==> src/rtl/core/vrdw_pkg.sv <==
// Shared constants, types and helpers for the voxel ray DDA walker.
package vrdw_pkg;

    localparam int FRAC_BITS   = 16;
    localparam int ORG_W       = 32;
    localparam int HEAD_W      = 18;
    localparam int MAG_W       = 18;
    localparam int CELL_W      = 16;
    localparam int DIST_W      = 32;
    localparam int REACH_W     = 24;
    localparam int FACE_W      = 3;
    localparam int SUM_W       = 2 * MAG_W;
    localparam int LEN_W       = SUM_W / 2;
    localparam int NUM_W       = LEN_W + FRAC_BITS;
    localparam int REM_W       = MAG_W + 1;
    localparam int FDIST_W     = FRAC_BITS + 1;
    localparam int MUL_A_W     = (FDIST_W > MAG_W) ? FDIST_W : MAG_W;
    localparam int PROD_W      = MUL_A_W + DIST_W;
    localparam int SQRT_ITERS  = SUM_W / 2;
    localparam int DIV_ITERS   = NUM_W;
    localparam int CNT_W       = 6;
    localparam int AX_W        = 2;
    localparam int S_DATA_W    = 152;
    localparam int M_DATA_W    = 56;

    localparam logic [REACH_W-1:0] REACH_RESET = REACH_W'(3 << FRAC_BITS);

    localparam logic [AX_W-1:0] AX_X = 2'd0;
    localparam logic [AX_W-1:0] AX_Y = 2'd1;
    localparam logic [AX_W-1:0] AX_Z = 2'd2;

    localparam logic OP_START  = 1'b0;
    localparam logic OP_ANSWER = 1'b1;
    localparam logic KIND_QUERY  = 1'b0;
    localparam logic KIND_RESULT = 1'b1;

    localparam logic [FACE_W-1:0] FACE_DOWN  = 3'd0;
    localparam logic [FACE_W-1:0] FACE_UP    = 3'd1;
    localparam logic [FACE_W-1:0] FACE_BACK  = 3'd2;
    localparam logic [FACE_W-1:0] FACE_FRONT = 3'd3;
    localparam logic [FACE_W-1:0] FACE_LEFT  = 3'd4;
    localparam logic [FACE_W-1:0] FACE_RIGHT = 3'd5;

    typedef struct packed {
        logic            load;
        logic            mul_sq;
        logic            sq_acc;
        logic            sqrt_init;
        logic            sqrt_step;
        logic            div_init;
        logic            div_step;
        logic            div_end;
        logic            side_wr;
        logic            finish;
        logic            start;
        logic [AX_W-1:0] axis;
    } vrdw_cmd_t;

    typedef struct packed {
        logic walk_active;
        logic out_free;
    } vrdw_status_t;

    function automatic logic [FACE_W-1:0] face_code(input logic [AX_W-1:0] ax, input logic neg);
        logic [FACE_W-1:0] f;
        unique case (ax)
            AX_X:    f = neg ? FACE_RIGHT : FACE_LEFT;
            AX_Y:    f = neg ? FACE_UP    : FACE_DOWN;
            default: f = neg ? FACE_FRONT : FACE_BACK;
        endcase
        return f;
    endfunction

endpackage

==> src/rtl/core/vrdw_ctrl.sv <==
// Sequencer for ray setup (squares, root, divisions, side distances) and walk steps.
module vrdw_ctrl
    import vrdw_pkg::*;
(
    input  logic         aclk,
    input  logic         aresetn,
    input  logic         s_tvalid,
    input  logic         op,
    input  vrdw_status_t status,
    output logic         s_tready,
    output vrdw_cmd_t    cmd
);

    typedef enum logic [3:0] {
        S_IDLE, S_SQ, S_SQRT_INIT, S_SQRT, S_DIV_INIT, S_DIV, S_DIV_END,
        S_SIDE_MUL, S_SIDE_WR, S_FIN
    } state_t;

    state_t           state_reg;
    logic [CNT_W-1:0] cnt_reg;
    logic [AX_W-1:0]  ax_reg;
    logic             start_reg;

    always_ff @(posedge aclk) begin
        if (!aresetn) begin
            state_reg <= S_IDLE;
            cnt_reg   <= '0;
            ax_reg    <= AX_X;
            start_reg <= 1'b0;
        end else begin
            unique case (state_reg)
                S_IDLE: begin
                    if (s_tvalid) begin
                        start_reg <= (op == OP_START);
                        cnt_reg   <= '0;
                        if (op == OP_START) begin
                            state_reg <= S_SQ;
                        end else if (status.walk_active) begin
                            state_reg <= S_FIN;
                        end
                    end
                end
                S_SQ: begin
                    cnt_reg <= cnt_reg + 1'b1;
                    if (cnt_reg == CNT_W'(3)) begin
                        state_reg <= S_SQRT_INIT;
                    end
                end
                S_SQRT_INIT: begin
                    cnt_reg   <= '0;
                    state_reg <= S_SQRT;
                end
                S_SQRT: begin
                    cnt_reg <= cnt_reg + 1'b1;
                    if (cnt_reg == CNT_W'(SQRT_ITERS - 1)) begin
                        ax_reg    <= AX_X;
                        state_reg <= S_DIV_INIT;
                    end
                end
                S_DIV_INIT: begin
                    cnt_reg   <= '0;
                    state_reg <= S_DIV;
                end
                S_DIV: begin
                    cnt_reg <= cnt_reg + 1'b1;
                    if (cnt_reg == CNT_W'(DIV_ITERS - 1)) begin
                        state_reg <= S_DIV_END;
                    end
                end
                S_DIV_END:  state_reg <= S_SIDE_MUL;
                S_SIDE_MUL: state_reg <= S_SIDE_WR;
                S_SIDE_WR: begin
                    if (ax_reg == AX_Z) begin
                        state_reg <= S_FIN;
                    end else begin
                        ax_reg    <= ax_reg + 1'b1;
                        state_reg <= S_DIV_INIT;
                    end
                end
                S_FIN: begin
                    if (status.out_free) begin
                        state_reg <= S_IDLE;
                    end
                end
                default: state_reg <= S_IDLE;
            endcase
        end
    end

    assign s_tready = (state_reg == S_IDLE);

    always_comb begin
        cmd           = '0;
        cmd.load      = (state_reg == S_IDLE) && s_tvalid;
        cmd.mul_sq    = (state_reg == S_SQ);
        cmd.sq_acc    = (state_reg == S_SQ) && (cnt_reg != '0);
        cmd.sqrt_init = (state_reg == S_SQRT_INIT);
        cmd.sqrt_step = (state_reg == S_SQRT);
        cmd.div_init  = (state_reg == S_DIV_INIT);
        cmd.div_step  = (state_reg == S_DIV);
        cmd.div_end   = (state_reg == S_DIV_END);
        cmd.side_wr   = (state_reg == S_SIDE_WR);
        cmd.finish    = (state_reg == S_FIN) && status.out_free;
        cmd.start     = start_reg;
        cmd.axis      = (state_reg == S_SQ) ? cnt_reg[AX_W-1:0] : ax_reg;
    end

endmodule

==> src/rtl/core/vrdw_datapath.sv <==
// Ray setup arithmetic, walk state, step logic and the result word register.
module vrdw_datapath
    import vrdw_pkg::*;
(
    input  logic                aclk,
    input  logic                aresetn,
    input  logic [S_DATA_W-1:0] s_tdata,
    input  logic                op,
    input  logic                cfg_we,
    input  logic [REACH_W-1:0]  cfg_wdata,
    input  vrdw_cmd_t           cmd,
    output vrdw_status_t        status,
    input  logic                m_tready,
    output logic                m_tvalid,
    output logic [M_DATA_W-1:0] m_tdata,
    output logic                m_tuser
);

    logic [REACH_W-1:0]   reach_reg;
    logic                 walk_reg;
    logic [MAG_W-1:0]     mag_reg   [3];
    logic                 neg_reg   [3];
    logic [FRAC_BITS-1:0] frac_reg  [3];
    logic [CELL_W-1:0]    voxel_reg [3];
    logic [DIST_W-1:0]    delta_reg [3];
    logic [DIST_W-1:0]    side_reg  [3];
    logic [DIST_W-1:0]    travel_reg;
    logic [FACE_W-1:0]    face_reg;
    logic                 solid_reg;
    logic [SUM_W-1:0]     sum_reg, sq_v_reg, sq_r_reg, sq_bit_reg;
    logic [REM_W-1:0]     rem_reg;
    logic [NUM_W-1:0]     quo_reg;
    logic [PROD_W-1:0]    prod_reg;
    logic                 mv_reg, mk_reg;
    logic [M_DATA_W-1:0]  md_reg;

    logic [MAG_W-1:0]     mag_sel;
    logic                 neg_sel;
    logic [FRAC_BITS-1:0] frac_sel;
    logic [FDIST_W-1:0]   fdist;
    logic [MUL_A_W-1:0]   mul_a;
    logic [DIST_W-1:0]    mul_b;
    logic [SUM_W-1:0]     sq_try;
    logic [REM_W-1:0]     rem_sh;
    logic [63:0]          quo_ext;
    logic [PROD_W-1:0]    prod_sh;
    logic [AX_W-1:0]      wa;
    logic [DIST_W:0]      side_sum;
    logic                 go_step;
    logic [CELL_W-1:0]    nvox [3];

    always_comb begin
        unique case (cmd.axis)
            AX_Y: begin
                mag_sel = mag_reg[1]; neg_sel = neg_reg[1]; frac_sel = frac_reg[1];
            end
            AX_Z: begin
                mag_sel = mag_reg[2]; neg_sel = neg_reg[2]; frac_sel = frac_reg[2];
            end
            default: begin
                mag_sel = mag_reg[0]; neg_sel = neg_reg[0]; frac_sel = frac_reg[0];
            end
        endcase
        fdist = neg_sel ? FDIST_W'(frac_sel) : (FDIST_W'(1) << FRAC_BITS) - FDIST_W'(frac_sel);
        if (cmd.mul_sq) begin
            mul_a = MUL_A_W'(mag_sel);
            mul_b = DIST_W'(mag_sel);
        end else begin
            mul_a = MUL_A_W'(fdist);
            unique case (cmd.axis)
                AX_Y:    mul_b = delta_reg[1];
                AX_Z:    mul_b = delta_reg[2];
                default: mul_b = delta_reg[0];
            endcase
        end
        sq_try  = sq_r_reg + sq_bit_reg;
        rem_sh  = {rem_reg[REM_W-2:0], quo_reg[NUM_W-1]};
        quo_ext = 64'(quo_reg);
        prod_sh = prod_reg >> FRAC_BITS;
    end

    // axis choice: strict compares, a tie goes to the later axis (z over y over x)
    always_comb begin
        if (side_reg[0] < side_reg[1] && side_reg[0] < side_reg[2]) begin
            wa = AX_X;
        end else if (side_reg[1] < side_reg[2]) begin
            wa = AX_Y;
        end else begin
            wa = AX_Z;
        end
        side_sum = {1'b0, side_reg[wa]} + {1'b0, delta_reg[wa]};
        for (int i = 0; i < 3; i++) begin
            nvox[i] = voxel_reg[i];
        end
        nvox[wa] = voxel_reg[wa] + (neg_reg[wa] ? {CELL_W{1'b1}} : CELL_W'(1));
        go_step = cmd.start ? (reach_reg != '0) :
                  (!solid_reg && travel_reg < DIST_W'(reach_reg));
    end

    always_ff @(posedge aclk) begin
        if (!aresetn) begin
            reach_reg <= REACH_RESET;
            walk_reg  <= 1'b0;
            mv_reg    <= 1'b0;
        end else begin
            if (cfg_we) begin
                reach_reg <= cfg_wdata;
            end
            if (cmd.finish) begin
                mv_reg <= 1'b1;
            end else if (m_tready) begin
                mv_reg <= 1'b0;
            end
            if (cmd.load && op == OP_START) begin
                walk_reg <= 1'b0;
            end
            if (cmd.finish) begin
                walk_reg <= !(!cmd.start && solid_reg) && go_step;
            end
        end
    end

    always_ff @(posedge aclk) begin
        prod_reg <= PROD_W'(mul_a) * PROD_W'(mul_b);
        if (cmd.load) begin
            solid_reg <= s_tdata[150];
            if (op == OP_START) begin
                sum_reg <= '0;
                for (int i = 0; i < 3; i++) begin
                    logic signed [ORG_W-1:0]  o;
                    logic signed [HEAD_W-1:0] h;
                    o = s_tdata[i*ORG_W +: ORG_W];
                    h = s_tdata[3*ORG_W + i*HEAD_W +: HEAD_W];
                    neg_reg[i]   <= h[HEAD_W-1];
                    mag_reg[i]   <= h[HEAD_W-1] ? MAG_W'(-h) : MAG_W'(h);
                    frac_reg[i]  <= o[FRAC_BITS-1:0];
                    voxel_reg[i] <= CELL_W'(o >>> FRAC_BITS);
                end
            end
        end
        if (cmd.sq_acc) begin
            sum_reg <= sum_reg + prod_reg[SUM_W-1:0];
        end
        if (cmd.sqrt_init) begin
            sq_v_reg   <= sum_reg;
            sq_r_reg   <= '0;
            sq_bit_reg <= SUM_W'(1) << (SUM_W - 2);
        end
        if (cmd.sqrt_step) begin
            if (sq_v_reg >= sq_try) begin
                sq_v_reg <= sq_v_reg - sq_try;
                sq_r_reg <= (sq_r_reg >> 1) + sq_bit_reg;
            end else begin
                sq_r_reg <= sq_r_reg >> 1;
            end
            sq_bit_reg <= sq_bit_reg >> 2;
        end
        if (cmd.div_init) begin
            rem_reg <= '0;
            quo_reg <= {sq_r_reg[LEN_W-1:0], {FRAC_BITS{1'b0}}};
        end
        if (cmd.div_step) begin
            if (rem_sh >= REM_W'(mag_sel)) begin
                rem_reg <= rem_sh - REM_W'(mag_sel);
                quo_reg <= {quo_reg[NUM_W-2:0], 1'b1};
            end else begin
                rem_reg <= rem_sh;
                quo_reg <= {quo_reg[NUM_W-2:0], 1'b0};
            end
        end
        if (cmd.div_end) begin
            if (mag_sel == '0 || quo_ext > 64'hFFFF_FFFF) begin
                delta_reg[cmd.axis] <= '1;
            end else begin
                delta_reg[cmd.axis] <= quo_ext[DIST_W-1:0];
            end
        end
        if (cmd.side_wr) begin
            if (prod_sh[PROD_W-1:DIST_W] != '0) begin
                side_reg[cmd.axis] <= '1;
            end else begin
                side_reg[cmd.axis] <= prod_sh[DIST_W-1:0];
            end
        end
        if (cmd.finish) begin
            if (!cmd.start && solid_reg) begin
                mk_reg <= KIND_RESULT;
                md_reg <= {4'b0, face_reg, 1'b1, voxel_reg[2], voxel_reg[1], voxel_reg[0]};
            end else if (go_step) begin
                travel_reg   <= side_reg[wa];
                side_reg[wa] <= side_sum[DIST_W] ? '1 : side_sum[DIST_W-1:0];
                voxel_reg    <= nvox;
                face_reg     <= face_code(wa, neg_reg[wa]);
                mk_reg       <= KIND_QUERY;
                md_reg       <= {4'b0, face_code(wa, neg_reg[wa]), 1'b0,
                                 nvox[2], nvox[1], nvox[0]};
            end else begin
                if (cmd.start) begin
                    travel_reg <= '0;
                    face_reg   <= FACE_DOWN;
                end
                mk_reg <= KIND_RESULT;
                md_reg <= '0;
            end
        end
    end

    assign status.walk_active = walk_reg;
    assign status.out_free    = !mv_reg || m_tready;
    assign m_tvalid = mv_reg;
    assign m_tdata  = md_reg;
    assign m_tuser  = mk_reg;

endmodule

==> src/rtl/core/voxel_ray_dda_walker_core.sv <==
// Usage notes:
// Top level of the voxel ray DDA walker.
// Input stream s_*: tuser[0] is the op (start or answer), tdata the ray origin,
// heading and solid flag. Output stream m_*: tuser[0] is the kind (query or
// final result), tdata the cell, hit and entered face.
// A start word runs setup: three squares on one multiplier, an 18-step square
// root, three 34-step restoring divisions with a side-distance multiply each,
// then one DDA step. An answer word to an active walk goes to the finish state,
// which writes its next query or result once the output register is free; then
// s_tready returns. The root is iterative and the divider is shared; one word is
// worked at a time and s_tready is high only while idle.
// A result sits in the output register until taken; the next input word is
// accepted meanwhile, and the block holds its next result until m_tready frees it.
// cfg_we/cfg_wdata write reach_limit; write only while idle.
// Reset (aresetn low, synchronous) ends any walk, empties the output register and
// sets reach_limit to 3.0.
module voxel_ray_dda_walker_core
    import vrdw_pkg::*;
(
    input  logic                aclk,
    input  logic                aresetn,
    input  logic                s_tvalid,
    output logic                s_tready,
    input  logic [S_DATA_W-1:0] s_tdata,  // origin_x, origin_y, origin_z, heading_x,
                                          // heading_y, heading_z, solid, pad
    input  logic [0:0]          s_tuser,  // op
    output logic                m_tvalid,
    input  logic                m_tready,
    output logic [M_DATA_W-1:0] m_tdata,  // cell_x, cell_y, cell_z, hit, face, pad
    output logic [0:0]          m_tuser,  // kind
    input  logic                cfg_we,
    input  logic [REACH_W-1:0]  cfg_wdata
);

    vrdw_cmd_t    cmd;
    vrdw_status_t status;

    vrdw_ctrl u_ctrl (
        .aclk     (aclk),
        .aresetn  (aresetn),
        .s_tvalid (s_tvalid),
        .op       (s_tuser[0]),
        .status   (status),
        .s_tready (s_tready),
        .cmd      (cmd)
    );

    vrdw_datapath u_dp (
        .aclk      (aclk),
        .aresetn   (aresetn),
        .s_tdata   (s_tdata),
        .op        (s_tuser[0]),
        .cfg_we    (cfg_we),
        .cfg_wdata (cfg_wdata),
        .cmd       (cmd),
        .status    (status),
        .m_tready  (m_tready),
        .m_tvalid  (m_tvalid),
        .m_tdata   (m_tdata),
        .m_tuser   (m_tuser[0])
    );

endmodule

==> config.mk <==
export PLATFORM = sky130hd
export DESIGN_NAME = voxel_ray_dda_walker_core
export DESIGN_NICKNAME = d
export VERILOG_FILES = /design/src/rtl/core/vrdw_pkg.sv /design/src/rtl/core/vrdw_ctrl.sv /design/src/rtl/core/vrdw_datapath.sv /design/src/rtl/core/voxel_ray_dda_walker_core.sv
export SDC_FILE = /design/constraint.sdc
export NUM_CORES = 2
export LEC_CHECK = 0
export BUFFER_PORTS_ARGS = -buffer_cell sky130_fd_sc_hd__buf_2
export CORE_ASPECT_RATIO = 1.25
export CORE_UTILIZATION = 50
export CTS_BUF_LIST = sky130_fd_sc_hd__clkbuf_16
export DETAILED_ROUTE_END_ITERATION = 10
export MAX_ROUTING_LAYER = met4
export PLACE_DENSITY = 0.72
export SETUP_SLACK_MARGIN = 0.15
export SLEW_MARGIN = 20
export SYNTH_ARGS = -nofsm -noshare
export SYNTH_HDL_FRONTEND = slang
export SYNTH_SLANG_ARGS = --single-unit
==> constraint.sdc <==
create_clock -name aclk -period 20.3 [get_ports aclk]
set_input_delay 4.06 -clock aclk [delete_from_list [all_inputs] [get_ports aclk]]
set_output_delay 4.06 -clock aclk [all_outputs]
set_load 0.05 [all_outputs]
# ---- After elaboration in Yosys (flattened, before gate mapping)
# Memory sizes are Yosys's and may differ from the RTL's.
# Index checks and enable logic that the tools add are counted.
dict set report totals {
  ff_bits 408
  mem_bits_rw 297
  in_bits 182
  output_inout_bits 59
  elab_cells 216
  n_memories 5
}
dict set report op_classes {
  add_sub_neg 13
  multipliers 1
  order_cmp 9
  eq_ne 24
  muxes 97
  n_bitwise 5
  reduce_logical 38
}
# name words width read_ports rd_clocked_by_memory_dff wr line
set mem_list {}
lappend mem_list {u_dp.delta_reg 3 32 4 0 1 vrdw_datapath.sv:25} ;# logic [DIST_W-1:0] delta_reg [3];
lappend mem_list {u_dp.side_reg 3 32 4 0 1 vrdw_datapath.sv:26} ;# logic [DIST_W-1:0] side_reg [3];
lappend mem_list {u_dp.mag_reg 3 18 3 0 3 vrdw_datapath.sv:21} ;# logic [MAG_W-1:0] mag_reg [3];
lappend mem_list {u_dp.frac_reg 3 16 3 0 3 vrdw_datapath.sv:23} ;# logic [FRAC_BITS-1:0] frac_reg [3];
lappend mem_list {u_dp.neg_reg 3 1 4 0 3 vrdw_datapath.sv:22} ;# logic neg_reg [3];
# cell count
set ops {}
lappend ops {{two-way mux 36 bit} 9}
lappend ops {{two-way mux 48 bit} 5}
lappend ops {{two-way mux 32 bit} 7}
lappend ops {{two-way mux 18 bit} 7}
lappend ops {{two-way mux 52 bit} 2}
lappend ops {{less-than comparator 32 bit} 3}
lappend ops {{two-way mux 34 bit} 2}
lappend ops {{two-way mux 33 bit} 2}
lappend ops {{two-way mux 16 bit} 4}
lappend ops {{one-hot mux 32 bit (2 select lines)} 1}
lappend ops {{negation 18 bit} 3}
lappend ops {{multiplier 18 x 32 -> 50 bit} 1}
lappend ops {{bitwise mux 48 bit} 1}
lappend ops {{one-hot mux 4 bit (10 select lines)} 1}
lappend ops {{adder 35 x 35 -> 36 bit} 1}
lappend ops {{adder 36 x 35 -> 36 bit} 1}
lappend ops {{adder 36 bit} 1}
lappend ops {{>= comparator 36 bit} 1}
lappend ops {{one-hot mux 18 bit (2 select lines)} 1}
lappend ops {{subtractor 36 bit} 1}
lappend ops {{> comparator 34 x 32 -> 1 bit (second input constant)} 1}
lappend ops {{adder 32 x 32 -> 33 bit} 1}
lappend ops {{binary-select mux 16 bit (select 2 bit)} 1}
lappend ops {{demux 16 bit (select 2 bit)} 1}
lappend ops {{52 further kinds} 129}

# ---- Depth between registers and ports, before layout
# An unclocked memory read counts as a cell.
dict set report logic_depth {
  depth_word 13
  mapped_depth 49
  mapped_depth_nobuf 43
}

# ---- Modules after synthesis
# A second synthesis with hierarchy kept.
dict set report unflattened {
  cells_unflattened 6205
  area_unflattened_um2 59074.2
}
# module n_inst cells_per_inst area_per_inst_um2 seq_area_each_um2
set modules_own_cells {}
lappend modules_own_cells {vrdw_datapath 1 6093 58172.0 19048.3}
lappend modules_own_cells {vrdw_ctrl 1 112 902.1 260.2}

# ---- Least setup slack after synthesis
# No wires, ideal clock.
dict set report synth_timing {
  path_kind {reg-to-reg}
  start {register u_ctrl.state_reg[2]}
  end {register u_dp.prod_reg[49]}
  setup_time_ns 0.120
  t_arrival_ns 10.041
  required_ns 20.180
  slack_ns 10.139
  path_stages_with_launch 46
  path_buffers 7
  period_less_slack_ns 10.161
  path_cell_list {dfxtp_1 clkbuf_1 nor2_1 nand2_1 clkbuf_1 clkbuf_1 nand2_1 o21ai_0 ha_1 buf_2 buf_2 buf_2 a21oi_1 ha_1 and3_1 nand3_1 nor2_1 and3_1 [10 not listed] fa_1 fa_1 inv_1 fa_1 inv_1 ha_1 and3_1 and3_1 or3b_2 o21ai_0 o21ai_0 a22oi_1 nand4_1 a31oi_1 nand2_1 o21ai_0 a21oi_1 xnor2_1}
}
dict set report synth_between {
  elab_chain_cells 8
  elab_cells_between_ends 13
  classes_between {add/sub (1); mul (1); eq/ne (3); mux (8)}
}
# item line
set synth_rtl {}
lappend synth_rtl {{start: declaration} vrdw_ctrl.sv:19} ;# state_t state_reg;
lappend synth_rtl {{start signal: assignment} vrdw_ctrl.sv:26} ;# state_reg <= S_IDLE;
lappend synth_rtl {{start signal: assignment} vrdw_ctrl.sv:37} ;# state_reg <= S_SQ;
lappend synth_rtl {{start signal: assignment} vrdw_ctrl.sv:39} ;# state_reg <= S_FIN;
lappend synth_rtl {{equality test 4 x 1 -> 1 bit (*)} {vrdw_ctrl.sv:95, vrdw_ctrl.sv:105}}
lappend synth_rtl {{two-way mux 2 bit} vrdw_ctrl.sv:105} ;# cmd.axis = (state_reg == S_SQ) ? cnt_reg[AX_W-1:0] : ax_reg;
lappend synth_rtl {{equality test 2 bit / equality test 2 x 1 -> 1 bit (equally long branches)} {vrdw_datapath.sv:53, vrdw_datapath.sv:70}}
lappend synth_rtl {{one-hot mux 16 bit (2 select lines)} vrdw_datapath.sv:53} ;# unique case (cmd.axis)
lappend synth_rtl {{subtractor 17 x 16 -> 17 bit} vrdw_datapath.sv:64} ;# fdist = neg_sel ? FDIST_W'(frac_sel) : (FDIST_W'(1) << FRAC_BITS) - FDIST_W'(frac_sel);
lappend synth_rtl {{two-way mux 17 bit} vrdw_datapath.sv:64}
lappend synth_rtl {{two-way mux 18 bit} vrdw_datapath.sv:65} ;# if (cmd.mul_sq) begin
lappend synth_rtl {{multiplier 18 x 32 -> 50 bit (*)} vrdw_datapath.sv:124} ;# prod_reg <= PROD_W'(mul_a) * PROD_W'(mul_b);
lappend synth_rtl {{end signal: assignment} vrdw_datapath.sv:124}
lappend synth_rtl {{end: declaration} vrdw_datapath.sv:33} ;# logic [PROD_W-1:0] prod_reg;
# Mark *: on every way between the ends. The rest lies on a longest branch, timed or not.
# A chain may end at the register's enable or synchronous reset.

# ---- Worst setup path after layout
dict set report layout_timing {
  start {register u_ctrl.state_reg[3]}
  end {register u_dp.prod_reg[49]}
}
# Same word-level chain as after synthesis.

==> results.txt <==
----------------------------------------------------
[Clocking]
  Clock-pin slew reported for the worst setup and hold paths after clock tree synthesis ... 0.06 ns
  Root buffer cell ... clkbuf_16
  Post-CTS setup buffers ... 0
  CTS H-tree lvls ... 3
  Longest Clk Path Bufs ... 3
  TritonCTS clock tree ... done
  Clock network latency to the later pin of the worst-skew pair ... roughly 0.68 ns
  Quantity of gates resized following cts ... 0
  Clock sinks ... 701
  Number of clock buffers inserted by TritonCTS ... 76
  Number of buffers inserted for hold repair after clock tree synthesis ... 0

[Placement]
  Number of cells after detailed placement ... 7,582
  Detailed-placement wirelength estimate ... 124,600 um
  Count of input and output buffers ... around 240
  Gp weighted congestion ... 0.9910

[Global route]
  Total congestion overflow after global routing ... 0
  Number of antenna violations at the first check in global routing ... 1
  Vias in the first global route ... 44,758
  Global-route total usage across every layer ... 28.15%
  Global-route wire length before repair ... 246,900 um
  Pin count of the biggest net entering global routing ... 82

[Layout]
  Layout area overhead ... 9.535%
  Share of the core filled with cells in the final layout ... 55.49%
  Finished Layout Cells ... 7,724
  Fraction of layout cells with a size suffix above 1 ... 8.572%
  Net count reported at finish ... 7,281
  Number of filler cells placed in the layout ... 9,906

[Synthesis]
  Post-synthesis cell type count ... 93
  Largest cells by area after synthesis ... edfxtp_1 (27%), fa_1 (17%), ha_1 (9.2%)
  Post-Synthesis Cells ... roughly 6,000
  Cell accounting for the most synthesized area ... edfxtp_1
  Post-Syn Area per Cell ... 9.587 sq um
  Warning count from the yosys run ... 0
  Seq/Total Area, Yosys ... 33.49%
  Dominant synthesized flop cell ... edfxtp_1
  Ys async rst share ... 0%
  Count of state elements after synthesis ... about 700
  EDFF count, synth ... approximately 530
  Syn Std Cell Area ... 0.05765 sq mm
  Proportion of netlist area held by the largest area contributor ... 27.45%

[Hold path]
  Type of the most critical hold path ... reg -> reg

[STA]
  Headroom to the max-slew limit ... a little under an eighth
  Number of max-slew violations in the final report ... 0
  Peak clock frequency supported by timing ... about 74 MHz
  Worst hold margin ... ~0.51 ns
  Transition at the pin with the smallest max-transition slack ... 1.314 ns
  RSZ-0062 raised after global routing ... false
  Final worst-path cycle share ... between 60% and 70%
  Setup TNS ... 0 ns
  Final hold violation count ... 0
  Setup-violating endpoint count in the final report ... 0
  Final clock skew ... between 0.03 and 0.04 ns
  Post-layout min period ... about 14 ns

[Flow run]
  Max-cap violation count ... 0

[Die]
  Count of pins on the block boundary ... 241
  Overall die area ... 0.1167 sq mm
  Effective utilization at floorplan ... 50.66%
  Core area ... 0.1138 sq mm
  Die W ... 305.7 um
  Vertical die dimension ... 381.6 um
  Row Count ... 138

[Route]
  DRT antenna net count ... 0
  Drt wl/cell ... ~21 um
  First drt pass iteration count ... 6
  Total routed wirelength ... 159,200 um
  Drt first-iter violations ... 3,274
  Overall via count from detail_route ... 44,507
  DRC errors left ... 0
  Via-per-instance ratio ... 5.762

[Setup path]
  Data arrival time of the worst path ... 14.11 ns
  Data required, critical path ... 20.89 ns
  CP endpoint kind ... flop
  CP bufs+invs ... 9
  Critical path start-end classification ... reg -> reg
  Cell at the slowest stage of the critical path ... a21o_1
  Crit path max fanout ... 40
  Biggest cell delay along the critical path ... 0.90 ns
  Worst path top cell family by delay ... compound AO/OA/AOI/OAI gates
  Category of the worst setup path launch point ... flop

[Status]
  Result of the run ... completed

----------------------------------------------------
-- layout by cell type, fill, tap and decap left out, drive strengths merged, types with 79 or more instances in the layout --
cell    instances
nand2b         79
xnor2         179
buf           329
a21o           94
o21ai         335
mux2i         118
nor2b         105
a21oi         319
fa            485
clkbuf         79
dfxtp         174
nand2         770
nor2          524
ha            424
inv           705
edfxtp        527
xor2          104
-- layout make-up --
class / instances / area [sq um] / share of cell area (%)
tap: 1470 / 1839 / 2.913
timing repair buffer: 329 / 1889 / 2.992
antenna: 1 / 2.502 / 0.003963
sequential: 701 / 19310 / 30.58
inverter: 683 / 2566 / 4.064
clock inverter: 62 / 550.5 / 0.8718
multi-input combinational: 4399 / 35010 / 55.45
clock buffer: 79 / 1977 / 3.131
-- worst min-delay path, cell delays in order (launching register included) --
cell	delay, ns
dfxtp_1	0.32
nor2_1	0.10
nor2_1	0.04
-- path summary, 6_finish.rpt --
check                       from                end  slack [ns]  cells after the start
min            u_dp.voxel_reg[8]  u_dp.voxel_reg[8]        0.51                      2
min reg2reg    u_dp.voxel_reg[8]  u_dp.voxel_reg[8]        0.51                      2
max          u_ctrl.state_reg[3]  u_dp.prod_reg[49]        6.78                     43
max reg2reg  u_ctrl.state_reg[3]  u_dp.prod_reg[49]        6.78                     43
-- stage by stage --
step / cell area (sq um) / worst slack, ns
final: 63150 / 6.776
after floorplan: 57710 / 10.14
after CTS: 63130 / 6.881
after detailed placement: 60600 / 6.947
after global routing: 63140 / 6.147
after global placement: 60590 / 7.002
-- synthesized netlist by cell type, types with 9 or more instances --
cell type / number
mux2i_1: 118
and2_1: 77
nand2b_1: 79
xnor2_1: 178
o21bai_1: 35
o41ai_1: 11
nand4_1: 39
a211oi_1: 49
buf_1: 19
o22a_1: 35
o22ai_1: 39
buf_2: 35
nor2b_1: 105
and3_1: 22
nor3_1: 73
inv_1: 680
a31oi_1: 34
o21ai_1: 16
a21boi_0: 12
o21a_1: 52
nand3_1: 45
a22o_1: 22
o21ai_0: 316
buf_4: 9
nor4_1: 18
nand2_1: 769
ha_1: 424
xor2_1: 104
or2_2: 14
dfxtp_1: 174
nor2_1: 523
a22oi_1: 72
fa_1: 485
or3_1: 39
or4_1: 9
a21o_1: 94
clkbuf_1: 183
o211ai_1: 11
a21oi_1: 316
edfxtp_1: 527
o31ai_1: 17
-- metal layers --
metal  up-vias  track usage (%)  share of wire [%]
li1      20784                -                  -
met1     21709            32.62                 39
met2      1596            47.81                 49
met3       418            3.480                6.2
met4         0            14.65                5.7
met5         -                -                  0
-- cell families after synthesis --
kind of cell	synth area share, %
muxes	2.068
AOI/OAI and AO/OA	13.57
xor gates and xnor gates	4.313
other	0.01303
buffers and inverters	6.183
and+or+nand+nor	14.32
adders and majority gates	26.04
DFF	33.49
Power is not shown: default switching activity piles up to over one toggle a cycle in this logic, so the estimate is an artifact.
